`config.mk`:
```
export PLATFORM = sky130hd
export DESIGN_NAME = most_recent_instance_finder_flat
export DESIGN_NICKNAME = d
export VERILOG_FILES = /design/src/sv/mrif_pkg.sv /design/src/sv/mrif_in_if.sv /design/src/sv/mrif_out_if.sv /design/src/sv/mrif_store.sv /design/src/sv/mrif_scan.sv /design/src/sv/most_recent_instance_finder.sv /design/src/flat_wrapper.sv
export SDC_FILE = /design/constraint.sdc
export NUM_CORES = 1
export LEC_CHECK = 0
export ABC_AREA = 1
export BUFFER_PORTS_ARGS = -buffer_cell sky130_fd_sc_hd__buf_4
export CAP_MARGIN = 20
export CELL_PAD_IN_SITES_DETAIL_PLACEMENT = 2
export CELL_PAD_IN_SITES_GLOBAL_PLACEMENT = 2
export CORE_MARGIN = 2
export CORE_UTILIZATION = 41
export CTS_BUF_LIST = sky130_fd_sc_hd__clkbuf_16
export DETAILED_ROUTE_END_ITERATION = 10
export PLACE_DENSITY_LB_ADDON = 0.1
export SLEW_MARGIN = 20
export SYNTH_ARGS = -nofsm -noshare
export SYNTH_HDL_FRONTEND = slang
export SYNTH_SLANG_ARGS = --single-unit
export TNS_END_PERCENT = 30
```
`constraint.sdc`:
```
create_clock -name i_clk -period 3.1 [get_ports i_clk]
set_input_delay 0.31 -clock i_clk [delete_from_list [all_inputs] [get_ports i_clk]]
set_output_delay 0.31 -clock i_clk [all_outputs]
set_load 0.01 [all_outputs]
```
`src/sv/mrif_pkg.sv`:
```
// Shared types and constants for the most-recent-instance finder.
// No dependencies; every other file imports this package.
package mrif_pkg;

    // Field widths fixed by the interface.
    localparam int SEQ_W      = 8;
    localparam int CNT_W      = 5;
    localparam int STAT_W     = 2;
    localparam int SLOT_OUT_W = 4;

    // Marker value of an invalid copy.
    localparam logic [SEQ_W-1:0] SEQ_INVALID = 8'hFF;

    // Result status codes.
    localparam logic [STAT_W-1:0] ST_NONE  = 2'd0;
    localparam logic [STAT_W-1:0] ST_FOUND = 2'd1;
    localparam logic [STAT_W-1:0] ST_ROLL  = 2'd2;

    // Control from the top level to the scan sequencer.
    typedef struct packed {
        logic             start;
        logic             ack;
        logic [CNT_W-1:0] count;
    } t_scan_ctl;

    // Status from the scan sequencer back to the top level.
    typedef struct packed {
        logic              busy;
        logic              done;
        logic [STAT_W-1:0] status;
        logic [CNT_W-1:0]  slot;
    } t_scan_res;

endpackage

```
`src/sv/mrif_in_if.sv`:
```
// Input channel: one sequence counter per item, valid/ready handshake.
// Depends on mrif_pkg for the field width.
interface mrif_in_if;
    import mrif_pkg::*;

    logic             valid;
    logic             ready;
    logic [SEQ_W-1:0] seq_value;

    modport source (output valid, output seq_value, input ready);
    modport sink   (input valid, input seq_value, output ready);
endinterface

```
`src/sv/mrif_out_if.sv`:
```
// Output channel: status and newest slot per item, valid/ready handshake.
// Depends on mrif_pkg for the field widths.
interface mrif_out_if;
    import mrif_pkg::*;

    logic                  valid;
    logic                  ready;
    logic [STAT_W-1:0]     status;
    logic [SLOT_OUT_W-1:0] newest_slot;

    modport source (output valid, output status, output newest_slot, input ready);
    modport sink   (input valid, input status, input newest_slot, output ready);
endinterface

```
`src/sv/mrif_store.sv`:
```
// Counter store: one write port, one registered read port.
// Depends on mrif_pkg for widths.
module mrif_store #(
    parameter int DEPTH  = 16,
    parameter int ADDR_W = 4
) (
    input  logic                       i_clk,
    input  logic                       i_we,
    input  logic [mrif_pkg::CNT_W-1:0] i_waddr,
    input  logic [mrif_pkg::SEQ_W-1:0] i_wdata,
    input  logic [mrif_pkg::CNT_W-1:0] i_raddr,
    output logic [mrif_pkg::SEQ_W-1:0] o_rdata
);
    import mrif_pkg::*;

    logic [SEQ_W-1:0] r_mem [DEPTH];
    logic [SEQ_W-1:0] r_rdata;

    // Resize slot indices to the memory address width.
    logic [CNT_W+ADDR_W-1:0] w_wext;
    logic [CNT_W+ADDR_W-1:0] w_rext;
    logic [ADDR_W-1:0]       w_waddr;
    logic [ADDR_W-1:0]       w_raddr;

    assign w_wext  = {{ADDR_W{1'b0}}, i_waddr};
    assign w_rext  = {{ADDR_W{1'b0}}, i_raddr};
    assign w_waddr = w_wext[ADDR_W-1:0];
    assign w_raddr = w_rext[ADDR_W-1:0];

    // Write port, guarded against slots beyond the depth.
    always_ff @(posedge i_clk) begin
        if (i_we && (32'(i_waddr) < DEPTH)) begin
            r_mem[w_waddr] <= i_wdata;
        end
    end

    // Registered read port.
    always_ff @(posedge i_clk) begin
        r_rdata <= r_mem[w_raddr];
    end

    assign o_rdata = r_rdata;
endmodule

```
`src/sv/mrif_scan.sv`:
```
// Scan sequencer with one shared compare/subtract step per cycle.
// Pass one tracks min, max and rollover edges; pass two searches the
// rollover region. Depends on mrif_pkg.
module mrif_scan (
    input  logic                       i_clk,
    input  logic                       i_rst_n,
    input  mrif_pkg::t_scan_ctl        i_ctl,
    input  logic [mrif_pkg::SEQ_W-1:0] i_rdata,
    output logic [mrif_pkg::CNT_W-1:0] o_raddr,
    output mrif_pkg::t_scan_res        o_res
);
    import mrif_pkg::*;

    localparam logic [2:0] S_IDLE = 3'd0;
    localparam logic [2:0] S_P1   = 3'd1;
    localparam logic [2:0] S_DEC  = 3'd2;
    localparam logic [2:0] S_P2   = 3'd3;
    localparam logic [2:0] S_END  = 3'd4;
    localparam logic [2:0] S_DONE = 3'd5;

    logic [2:0]        r_state;
    logic [CNT_W-1:0]  r_count;
    logic [CNT_W-1:0]  r_idx;
    logic [CNT_W-1:0]  n_idx;
    logic [CNT_W:0]    r_cnt;
    logic [CNT_W:0]    r_total;
    logic              r_dv;
    logic [CNT_W-1:0]  r_didx;
    logic [SEQ_W-1:0]  r_last;
    logic [SEQ_W-1:0]  r_mn;
    logic [SEQ_W-1:0]  r_mx;
    logic [CNT_W-1:0]  r_mxs;
    logic              r_any;
    logic              r_hrs;
    logic              r_hre;
    logic [CNT_W-1:0]  r_rs;
    logic [CNT_W-1:0]  r_re;
    logic [SEQ_W-1:0]  r_best;
    logic              r_found;
    logic [CNT_W-1:0]  r_slot;
    logic [STAT_W-1:0] r_status;

    logic             w_issue;
    logic [CNT_W:0]   w_idx_inc;
    logic             w_valid;
    logic [SEQ_W-1:0] w_cnt8;
    logic [SEQ_W-1:0] w_spread;
    logic [CNT_W-1:0] w_len;

    // Read issue and circular slot advance.
    assign w_issue   = ((r_state == S_P1) || (r_state == S_P2)) && (r_cnt < r_total);
    assign w_idx_inc = {1'b0, r_idx} + 1'b1;
    assign n_idx     = (w_idx_inc >= {1'b0, r_count}) ? '0 : w_idx_inc[CNT_W-1:0];
    assign o_raddr   = r_idx;

    // Shared step operands.
    assign w_valid  = (i_rdata != SEQ_INVALID);
    assign w_cnt8   = SEQ_W'(r_count);
    assign w_spread = r_mx - r_mn;
    assign w_len    = (r_re > r_rs) ? (r_re - r_rs) : (r_count - (r_rs - r_re));

    // Control state.
    always_ff @(posedge i_clk) begin
        if (!i_rst_n) begin
            r_state <= S_IDLE;
            r_dv    <= 1'b0;
        end else begin
            r_dv <= w_issue;
            unique case (r_state)
                S_IDLE: if (i_ctl.start) r_state <= S_P1;
                S_P1: begin
                    if (!w_issue && !r_dv) r_state <= S_DEC;
                end
                S_DEC: begin
                    if (r_any && (w_spread >= w_cnt8) && r_hrs && r_hre) r_state <= S_P2;
                    else r_state <= S_DONE;
                end
                S_P2: begin
                    if (!w_issue && !r_dv) r_state <= S_END;
                end
                S_END:  r_state <= S_DONE;
                S_DONE: if (i_ctl.ack) r_state <= S_IDLE;
                default: r_state <= S_IDLE;
            endcase
        end
    end

    // Datapath: one counter examined per cycle.
    always_ff @(posedge i_clk) begin
        if (w_issue) begin
            r_idx  <= n_idx;
            r_cnt  <= r_cnt + 1'b1;
            r_didx <= r_idx;
        end
        case (r_state)
            S_IDLE: begin
                r_count <= i_ctl.count;
                r_idx   <= '0;
                r_cnt   <= '0;
                r_total <= {1'b0, i_ctl.count} + 1'b1;
                r_last  <= SEQ_INVALID;
                r_mn    <= SEQ_INVALID;
                r_mx    <= '0;
                r_mxs   <= '0;
                r_any   <= 1'b0;
                r_hrs   <= 1'b0;
                r_hre   <= 1'b0;
            end
            S_P1: begin
                if (r_dv && w_valid) begin
                    r_any <= 1'b1;
                    if (i_rdata < r_mn) r_mn <= i_rdata;
                    if (i_rdata >= r_mx) begin
                        r_mx  <= i_rdata;
                        r_mxs <= r_didx;
                    end
                    // Rollover start: big drop; rollover end: big rise.
                    if (!r_hrs && (i_rdata < r_last) && ((r_last - i_rdata) >= w_cnt8)) begin
                        r_hrs <= 1'b1;
                        r_rs  <= r_didx;
                    end else if (!r_hre && (i_rdata > r_last)
                                 && ((i_rdata - r_last) >= w_cnt8)) begin
                        r_hre <= 1'b1;
                        r_re  <= r_didx;
                    end
                    r_last <= i_rdata;
                end
            end
            S_DEC: begin
                r_idx   <= r_rs;
                r_cnt   <= '0;
                r_total <= {1'b0, w_len};
                r_best  <= '0;
                r_found <= 1'b0;
                r_slot  <= '0;
                if (!r_any) begin
                    r_status <= ST_NONE;
                end else if (w_spread >= w_cnt8) begin
                    r_status <= ST_ROLL;
                end else begin
                    r_status <= ST_FOUND;
                    r_slot   <= r_mxs;
                end
            end
            S_P2: begin
                // Ties go to the later slot.
                if (r_dv && w_valid && (i_rdata >= r_best)) begin
                    r_best  <= i_rdata;
                    r_slot  <= r_didx;
                    r_found <= 1'b1;
                end
            end
            S_END: begin
                if (r_found) begin
                    r_status <= ST_FOUND;
                end else begin
                    r_status <= ST_ROLL;
                    r_slot   <= '0;
                end
            end
            default: begin
            end
        endcase
    end

    assign o_res.busy   = (r_state != S_IDLE);
    assign o_res.done   = (r_state == S_DONE);
    assign o_res.status = r_status;
    assign o_res.slot   = r_slot;
endmodule

```
`src/sv/most_recent_instance_finder.sv`:
```
// Most-recent-instance finder: loads one counter per cycle while its input is
// ready. After the last of N loads, pass one and its decision run, the rollover
// pass over len slots (len <= N) follows when needed, and the result register
// loads once it is free to take the scan result.
// Input is not ready while a scan runs; results wait in a register.
// Synchronous active-low reset clears control state; the store is not cleared.
module most_recent_instance_finder #(
    parameter int MAX_COPIES = 16
) (
    input  logic                       i_clk,
    input  logic                       i_rst_n,
    input  logic                       i_cfg_we,
    input  logic [mrif_pkg::CNT_W-1:0] i_cfg_wdata,
    mrif_in_if.sink                    i_item,
    mrif_out_if.source                 o_result
);
    import mrif_pkg::*;

    localparam int ADDR_W = (MAX_COPIES > 1) ? $clog2(MAX_COPIES) : 1;

    logic [CNT_W-1:0]      r_cfg;
    logic [CNT_W-1:0]      r_load_pos;
    logic [CNT_W-1:0]      n_load_pos;
    logic [CNT_W-1:0]      w_count;
    logic [CNT_W:0]        w_pos_inc;
    logic                  w_accept;
    logic                  w_last;
    logic                  w_out_free;
    logic                  r_out_valid;
    logic [STAT_W-1:0]     r_out_status;
    logic [SLOT_OUT_W-1:0] r_out_slot;
    logic [CNT_W-1:0]      w_raddr;
    logic [SEQ_W-1:0]      w_rdata;
    t_scan_ctl             w_ctl;
    t_scan_res             w_res;

    // Effective copy count: clamp to 1..MAX_COPIES.
    always_comb begin
        if (r_cfg == '0) w_count = CNT_W'(1);
        else if (32'(r_cfg) > MAX_COPIES) w_count = CNT_W'(MAX_COPIES);
        else w_count = r_cfg;
    end

    // Load sequencing.
    assign i_item.ready = !w_res.busy;
    assign w_accept     = i_item.valid && i_item.ready;
    assign w_pos_inc    = {1'b0, r_load_pos} + 1'b1;
    assign w_last       = (w_pos_inc >= {1'b0, w_count});
    assign n_load_pos   = w_last ? '0 : w_pos_inc[CNT_W-1:0];

    always_ff @(posedge i_clk) begin
        if (!i_rst_n) begin
            r_cfg      <= CNT_W'(16);
            r_load_pos <= '0;
        end else if (i_cfg_we) begin
            r_cfg      <= i_cfg_wdata;
            r_load_pos <= '0;
        end else if (w_accept) begin
            r_load_pos <= n_load_pos;
        end
    end

    mrif_store #(
        .DEPTH  (MAX_COPIES),
        .ADDR_W (ADDR_W)
    ) u_store (
        .i_clk   (i_clk),
        .i_we    (w_accept),
        .i_waddr (r_load_pos),
        .i_wdata (i_item.seq_value),
        .i_raddr (w_raddr),
        .o_rdata (w_rdata)
    );

    assign w_out_free = !r_out_valid || o_result.ready;
    assign w_ctl.start = w_accept && w_last;
    assign w_ctl.ack   = w_res.done && w_out_free;
    assign w_ctl.count = w_count;

    mrif_scan u_scan (
        .i_clk   (i_clk),
        .i_rst_n (i_rst_n),
        .i_ctl   (w_ctl),
        .i_rdata (w_rdata),
        .o_raddr (w_raddr),
        .o_res   (w_res)
    );

    // Output register.
    always_ff @(posedge i_clk) begin
        if (!i_rst_n) begin
            r_out_valid <= 1'b0;
        end else if (w_ctl.ack) begin
            r_out_valid <= 1'b1;
        end else if (o_result.ready) begin
            r_out_valid <= 1'b0;
        end
    end

    always_ff @(posedge i_clk) begin
        if (w_ctl.ack) begin
            r_out_status <= w_res.status;
            r_out_slot   <= w_res.slot[SLOT_OUT_W-1:0];
        end
    end

    assign o_result.valid       = r_out_valid;
    assign o_result.status      = r_out_status;
    assign o_result.newest_slot = r_out_slot;

`ifndef SYNTHESIS
    // Load position never reaches the copy count.
    a_load_pos: assert property (@(posedge i_clk) disable iff (!i_rst_n)
        r_load_pos < w_count)
        else $error("load position out of range");

    // Slot is zero unless a copy was found.
    a_slot_zero: assert property (@(posedge i_clk) disable iff (!i_rst_n)
        o_result.valid && (o_result.status != ST_FOUND) |-> (o_result.newest_slot == '0))
        else $error("nonzero slot without found status");

    // Only defined status codes leave the block.
    a_status: assert property (@(posedge i_clk) disable iff (!i_rst_n)
        o_result.valid |-> (o_result.status == ST_NONE || o_result.status == ST_FOUND
                            || o_result.status == ST_ROLL))
        else $error("undefined status code");

    // A scan starts only from the last load of a round.
    a_start: assert property (@(posedge i_clk) disable iff (!i_rst_n)
        w_ctl.start |=> w_res.busy && (r_load_pos == '0))
        else $error("scan did not start cleanly");
`endif
endmodule

```
`src/flat_wrapper.sv`:
```
// flat-port wrapper written by rule: the top's interface ports become plain ports
module most_recent_instance_finder_flat import mrif_pkg::*;
#(
    parameter int MAX_COPIES = 16
)
  (i_clk, i_rst_n, i_cfg_we, i_cfg_wdata, i_item_valid, i_item_seq_value, i_item_ready, o_result_valid, o_result_status, o_result_newest_slot, o_result_ready);
  mrif_in_if i_item_i ();
  mrif_out_if o_result_i ();
  input  logic i_clk;
  input  logic i_rst_n;
  input  logic i_cfg_we;
  input  logic [mrif_pkg::CNT_W-1:0] i_cfg_wdata;
  input wire logic [$bits(i_item_i.valid)-1:0] i_item_valid;
  input wire logic [$bits(i_item_i.seq_value)-1:0] i_item_seq_value;
  output wire logic [$bits(i_item_i.ready)-1:0] i_item_ready;
  output wire logic [$bits(o_result_i.valid)-1:0] o_result_valid;
  output wire logic [$bits(o_result_i.status)-1:0] o_result_status;
  output wire logic [$bits(o_result_i.newest_slot)-1:0] o_result_newest_slot;
  input wire logic [$bits(o_result_i.ready)-1:0] o_result_ready;
  assign i_item_i.valid = i_item_valid;
  assign i_item_i.seq_value = i_item_seq_value;
  assign i_item_ready = i_item_i.ready;
  assign o_result_valid = o_result_i.valid;
  assign o_result_status = o_result_i.status;
  assign o_result_newest_slot = o_result_i.newest_slot;
  assign o_result_i.ready = o_result_ready;
  most_recent_instance_finder #(.MAX_COPIES(MAX_COPIES)) u_core (.i_clk(i_clk), .i_rst_n(i_rst_n), .i_cfg_we(i_cfg_we), .i_cfg_wdata(i_cfg_wdata), .i_item(i_item_i), .o_result(o_result_i));
endmodule
```
==> results.yml, run 1 <==
synth:
  syn_area_sq_um: 12100
  ys_seq_area_frac: 0.574
  yosysTopAreaCell: "edfxtp_1"
  syn_nets: 1271
  synth_seq_cells: 240
  synthTopCellsByArea: "edfxtp_1, ha_1, nand2_1"
  synthCells: 1154
  syn_avg_cell_area_sq_um: 10.4
  yosysUniqueCellTypes: 52
  yosysWarnings: 0
  yosysTopAreaCellShare: 0.526
clocking:
  clkTransAtPathRegs_ns: 0.06
  cts_tree: "built"
  htreeDepth: 1
  clockBufferDepth: 3
  numCtsBuffers: 27
  clkLatencyLatePin_ns: 0.57
  cts_root_buf: "clkbuf_16"
  cts.sinks: 240
final_layout:
  fin_nets: 1335
  fin_area_sq_um: 13800
  final_cells: 1622
  n_antenna_cell: 0
  fill_cells: 3059
  area_growth_pct: 14.3
  layout-drive-gt1-share: 0.111
  fin_util: 0.477
setup_path:
  required_ns: 3.30
  crit_path_end_kind: "flip-flop"
  rr_worst_depth: 11
  reg2reg_slack_ns: 0.20
  cp-endpoint: "u_core.u_scan.r_re[1]"
  crit_path_max_fanout: 7
  critical_path.most_common_cell: "ha_1"
  crit_slowest_cell: "dfxtp_1"
  cp_cell_sequence: "inv_1, ha_1, nand2_1, o21bai_1, xor2_1, ha_1, o21a_1, o21ai_0, nand3_1, o21ai_1, nor2_1"
  startpoint_type: "flip-flop"
  crit_type: "flip-flop to flip-flop"
  timing.rr.start: "u_core.u_store.o_rdata[1]"
  path_delay_family: "adder cells"
  cp.depth: 11
  timing.rr.end: "u_core.u_scan.r_re[1]"
  arrival_ns: 3.10
  worstSetupStartpoint: "u_core.u_store.o_rdata[1]"
  slowest_delay_ns: 0.50
  path_buf_inv: 1
route:
  via_count: 8737
  drt_iter0_markers: 493
  antenna_left: 0
  dr.pass1.iters: 4
  drcViolationCount: 0
  post_drt_wl_per_cell_um: 22.6
  viasPerCell: 5.39
  wl_mm: 36.6
floorplan:
  die-area_sq_um: 30800
  num_rows: 62
  die_height_um: 175
  ios: 26
  core_sq_um: 28900
  start_util: 0.418
  die_x_um: 175
sta:
  max_freq_ghz: 0.345
  setup_viol: 0
  rsz0062_at_grt: "no"
  skew_ns: 0.0324
  worst_pin_slew_ns: 0.769
  fin_crit_sh: 0.936
  finalHoldViolCount: 0
  fin_tns_setup_ns: 0
  slew_viol_final: 0
  fin_crit_ns: 2.90
  hold-worst-slack_ns: 0.0352
  maxSlewHeadroom: 0.486
  layout_setup_ws_ns: 0.199
global_route:
  antenna_found_initial: 0
  grt_start_max_net_pins: 51
  overflow: 0
  grt_pass1_vias: 9739
  grt_pass1_wl_mm: 57.2
  track_usage: 0.244
power_and_ir_drop:
  leakage_nw: 5.73
  ir_drop_mv: 0.546
  pwr_density_cell_nw_per_um2: 914
  power_mw: 12.6
placed_design:
  dp_hpwl_mm: 26.6
  port-buffer-count: 25
  placed_area_sq_um: 12900
  dp.cells: 1570
  dp_worst_setup_slack_ns: 0.177
  gp_congestion: 0.813
flow_run:
  drv_cap: 0
status:
  outcome: "finished clean"
min_path:
  hold_path.class: "input pin to flip-flop"
report_power, final:
group	internal, mW	switching (mW)
logic	1.63	3.38
registers	4.07	0.294
clock network	1.84	1.37
total	7.55	5.04
cell usage in the layout, fill, tap and decap left out, types with 3 or more instances in the layout:
master and n:
fa_1 8, clkinv_2 7, a21oi_2 3, buf_4 58
xor2_1 20, nand2_1 196, inv_2 18, o21a_1 4
a21oi_1 76, dfxtp_1 29, o21bai_1 5, o22ai_1 11
nand3_2 3, nor3_1 6, a221oi_1 10, o21ai_1 15
nor2_2 6, clkinv_1 10, clkbuf_16 27, o221ai_1 8
inv_1 148, bufinv_16 3, dlygate4sd3_1 3, nand4_1 20
edfxtp_1 211, ha_1 91, xnor2_1 4, o21ai_0 56
nor2_1 104, nand3_1 39
worst min path at each step:
stage	startpoint	endpoint	slack (ns)	cells past startpoint
floorplan	u_core.u_scan.r_slot[0]	u_core.o_result.newest_slot[0]	0.40	0
global placement	u_core.u_scan.r_slot[1]	u_core.o_result.newest_slot[1]	0.40	0
detailed placement	u_core.u_scan.r_status[1]	u_core.o_result.status[1]	0.41	0
CTS	i_rst_n	u_core.r_cfg[0]	0.02	3
global route	i_rst_n	u_core.r_cfg[0]	0.05	3
finish	i_rst_n	u_core.r_cfg[0]	0.04	3
Yosys cell counts (all sizes together):
cell,instances
a211oi,1
a21boi,4
a21o,1
a21oi,79
a221oi,10
a22o,1
a31oi,1
a41oi,1
and3,1
buf,12
clkbuf,15
clkinv,1
conb,1
dfxtp,29
edfxtp,211
fa,8
ha,91
inv,166
nand2,198
nand3,42
nand3b,2
nand4,20
nor2,113
nor3,7
nor4,2
o2111ai,2
o211ai,2
o21a,4
o21ai,71
o21bai,5
o221ai,9
o22ai,11
o31a,1
o31ai,2
o32ai,2
o41ai,1
or2,3
xnor2,4
xor2,20
state kept, by name, indices dropped and copies added, names as in the netlist, 6 cells and up:
signal                  cells
u_core.u_scan.r_mx          8
u_core.u_scan.r_last        8
u_core.u_scan.r_cnt         6
u_core.u_store.o_rdata      8
u_core.u_scan.r_best        8
u_core.u_scan.r_total       6
u_core.u_store.r_mem      128
u_core.u_scan.r_mn          8
area by class of cell:
type	instances	area, sq um	share of cell area
flip-flops and latches	240	6920	0.502
well taps	384	480	0.0349
repair buffers	62	485	0.0352
clock buffers	27	676	0.0490
multi-input cells	720	4400	0.319
inverters	167	627	0.0455
clock inverters	22	195	0.0142
what timing repair did:
item	CTS	global route
hold endpoints to repair	2	0
endpoints found under the setup margin	0	5
hold buffers	3	0
setup buffers	0	0
gates resized for setup	0	1
worst reg2reg max path: stages, from the launching register on:
cell and delay, ns:
dfxtp_1 0.50, inv_1 0.21, ha_1 0.35, nand2_1 0.08
o21bai_1 0.29, xor2_1 0.14, ha_1 0.30, o21a_1 0.11
o21ai_0 0.07, nand3_1 0.08, o21ai_1 0.09, nor2_1 0.35
metal layers:
layer	up-vias	track usage	share of wire	wire, um
met2	140	0.453	0.52	19200
li1	4104	-	-	-
met1	4422	0.294	0.42	15200
met3	71	0.0277	0.028	1010
met5	-	0	0	0
met4	0	0.0768	0.034	1250
logic make-up after synthesis:
logic type,synth area share
xor gates and xnor gates,0.0174
buffers and inverters,0.0614
other,0.000311
AOI/OAI and AO/OA,0.101
DFF,0.574
adders and majority gates,0.108
and+or+nand+nor,0.138
Note: power is estimated with default switching activity, not from simulation.
==> inputs of run 2 (changes only) <==
Settings changed: ABC_AREA 1 to not set.
==> results.yml, run 2 <==
status:
  outcome: "complete, but fails checks"
  violations: "setup timing"
synth:
  async_reset_ff_frac: 0
  syn_nets: 1051
  ys_seq_area_frac: 0.579
  synth_fa_ha_area_frac: 0.109
  synth-compound-area-share: 0.106
  yosys-top-cells-count: "edfxtp_1, ha_1, inv_1, nand2_1, nor2_1"
  synth_top_family_by_area: "adder cells"
  syn_area_sq_um: 11900
  yosysTopAreaCellShare: 0.530
  synthCells: 934
  synth-xor-area-share: 0.0264
  syn_avg_cell_area_sq_um: 12.8
  yosysMostFrequentCell: "edfxtp_1"
  synthSimpleGateAreaFrac: 0.0770
  yosysWarnings: 0
  yosysUniqueCellTypes: 61
  synthFlopType: "edfxtp_1"
  yosysTopAreaCell: "edfxtp_1"
  synth-edff-count: 211
  synth_seq_cells: 240
  synthMuxAreaShare: 0.0660
  synthTopCellsByArea: "edfxtp_1, ha_1, dfxtp_1"
global_route:
  use_met1: 0.272
  overflow: 0
  grt_pass1_vias: 8539
  use_met2: 0.395
  antenna_found_initial: 0
  grt_use_met3: 0.0272
  grt_start_max_net_pins: 27
  grt_pass1_wl_mm: 50.7
  track_usage: 0.216
  busiest_layer: "met2"
clocking:
  cts_tree: "built"
  htreeDepth: 1
  cts_root_buf: "clkbuf_16"
  clkLatencyLatePin_ns: 0.56
  numCtsBuffers: 28
  clkTransAtPathRegs_ns: 0.06
  cts.sinks: 240
  clockBufferDepth: 3
power_and_ir_drop:
  swShare: 0.276
  p_clk_frac: 0.366
  seqPwrFrac: 0.438
  p_switching_mw: 2.35
  pwr_density_cell_nw_per_um2: 609
  internal_power_mw: 6.15
  ir_drop_mv: 0.550
  leakage_nw: 5.51
  share_comb_of_total_power: 0.195
sta:
  finalHoldViolCount: 0
  slew_viol_final: 0
  rsz0062_at_grt: "yes"
  worst_pin_slew_ns: 0.924
  layout_setup_ws_ns: -0.0620
  fin_crit_ns: 3.16
  skew_ns: 0.0227
  fin_crit_sh: 1.02
  max_freq_ghz: 0.316
  setup_viol: 6
  fin_tns_setup_ns: -0.351
  maxSlewHeadroom: 0.377
final_layout:
  n_antenna_cell: 0
  largest_reg_flops: 128
  fin_nets: 1142
  seq_area_sq_um: 6920
  final_common_cell: "edfxtp_1"
  most-common-layout-cells: "edfxtp_1, inv_1, ha_1, buf_4, nand2_1"
  fin_util: 0.486
  regMostFlops: "u_core.u_store.r_mem"
  area_growth_pct: 16.9
  fill_cells: 2802
  multiInputGateArea_sq_um: 4680
  layout-drive-gt1-share: 0.163
route:
  post_drt_wl_per_cell_um: 22.5
  drt_iter0_markers: 385
  wl_mm: 32.2
  drcViolationCount: 0
  via_count: 7739
  viasPerCell: 5.41
  dr.pass1.iters: 4
  antenna_left: 0
placed_design:
  dp_hpwl_mm: 23.4
  port-buffer-count: 25
  gp_congestion: 0.818
floorplan:
  die_x_um: 175
  num_rows: 62
  die-area_sq_um: 30500
  core_sq_um: 28700
  ios: 26
  start_util: 0.416
  die_height_um: 175
setup_path:
  crit_path_end_kind: "flip-flop"
  crit_path_max_fanout: 5
  required_ns: 3.40
  crit_type: "flip-flop to flip-flop"
  arrival_ns: 3.46
  startpoint_type: "flip-flop"
  reg2reg_slack_ns: -0.06
min_path:
  hold_path.class: "input pin to flip-flop"
flow_run:
  drv_cap: 0
==> run 2: cell count changes after synthesis, moves of 12 or more <==
cell	previous run	this run
mux2i_1	0	36
nand3_1	39	14
a21oi_1	76	43
nand2_1	196	60
a21o_1	1	17
nand4_1	20	8
nand2b_1	0	14
mux4_2	0	16
nor2_1	105	59
xnor2_1	4	23
inv_1	148	84
o21ai_1	15	0
inv_2	18	0
==> run 2: path summary, 6_finish.rpt <==
path	startpoint	end	depth (start not counted)
setup reg to reg	u_core.u_scan.r_last[0]	u_core.u_scan.r_re[4]	13
hold reg to reg	u_core.u_scan.r_slot[0]	u_core.o_result.newest_slot[0]	0
hold / removal	i_cfg_wdata[1]	u_core.r_cfg[1]	3
setup / recovery	u_core.u_scan.r_last[0]	u_core.u_scan.r_re[4]	13
==> run 2: layer usage <==
layer | vias to the layer above | part of all wire | routed length (um)
li1 | 3644 | - | -
met5 | - | 0 | 0
met4 | 0 | 0.021 | 665
met3 | 36 | 0.024 | 785
met2 | 100 | 0.52 | 16700
met1 | 3959 | 0.44 | 14000
==> run 2: power groups by stage <==
stage	clock network (mW)	registers, mW	logic [mW]
6_report	3.12	3.73	1.66
5_1_grt	3.29	3.74	1.87
4_1_cts	3.19	3.72	1.63
3_5_place_dp	0	3.79	1.54
3_3_place_gp	0	3.78	1.49
2_1_floorplan	0	3.77	0.986
==> run 2: timing repair <==
action | CTS | global route
setup buffers | 3 | 1
hold buffers | 3 | 0
resized for setup | 14 | 4
endpoints found under the hold margin | 3 | 0
pin swaps | 10 | 6
endpoints found under the setup margin | 9 | 12
==> run 2: area by class of cell <==
| type | instances | area share |
|---|---|---|
| Sequential cell | 240 | 0.496 |
| Multi-Input combinational cell | 580 | 0.335 |
| Clock buffer | 28 | 0.0502 |
| Timing Repair Buffer | 90 | 0.0498 |
| Tap cell | 384 | 0.0344 |
| Inverter | 85 | 0.0229 |
| Clock inverter | 23 | 0.0117 |
==> run 2: worst max-delay path: stages (launching register included) <==
cell	delay [ns]
edfxtp_1	0.39
ha_4	0.15
inv_2	0.04
fa_2	0.35
a21o_1	0.19
a21oi_2	0.13
xnor2_1	0.13
ha_1	0.28
a21oi_2	0.18
o21ai_1	0.10
a211o_1	0.23
or3_4	0.34
o31ai_4	0.29
nor2_4	0.11
==> run 2: through the flow <==
step	total power, mW	instances	area [sq um]	setup slack (ns)	hold slack, ns
2_1_floorplan	4.76	934	12000	0.0118	0.400
3_5_place_dp	5.33	1372	12900	-0.184	0.406
5_1_grt	8.89	1430	14000	-0.216	0.0353
3_3_place_gp	5.27	1372	12900	-0.0983	0.400
4_1_cts	8.54	1429	13900	-0.00640	0.00411
6_report	8.50	1430	14000	-0.0620	0.0237
==> run 2: kinds of logic after synthesis <==
kind of cell,count (synthesis)
simple gates,196
other cells,1
flops,240
compound gates,190
xor+xnor,36
mux,58
buf+inv,114
fa+ha+maj,99
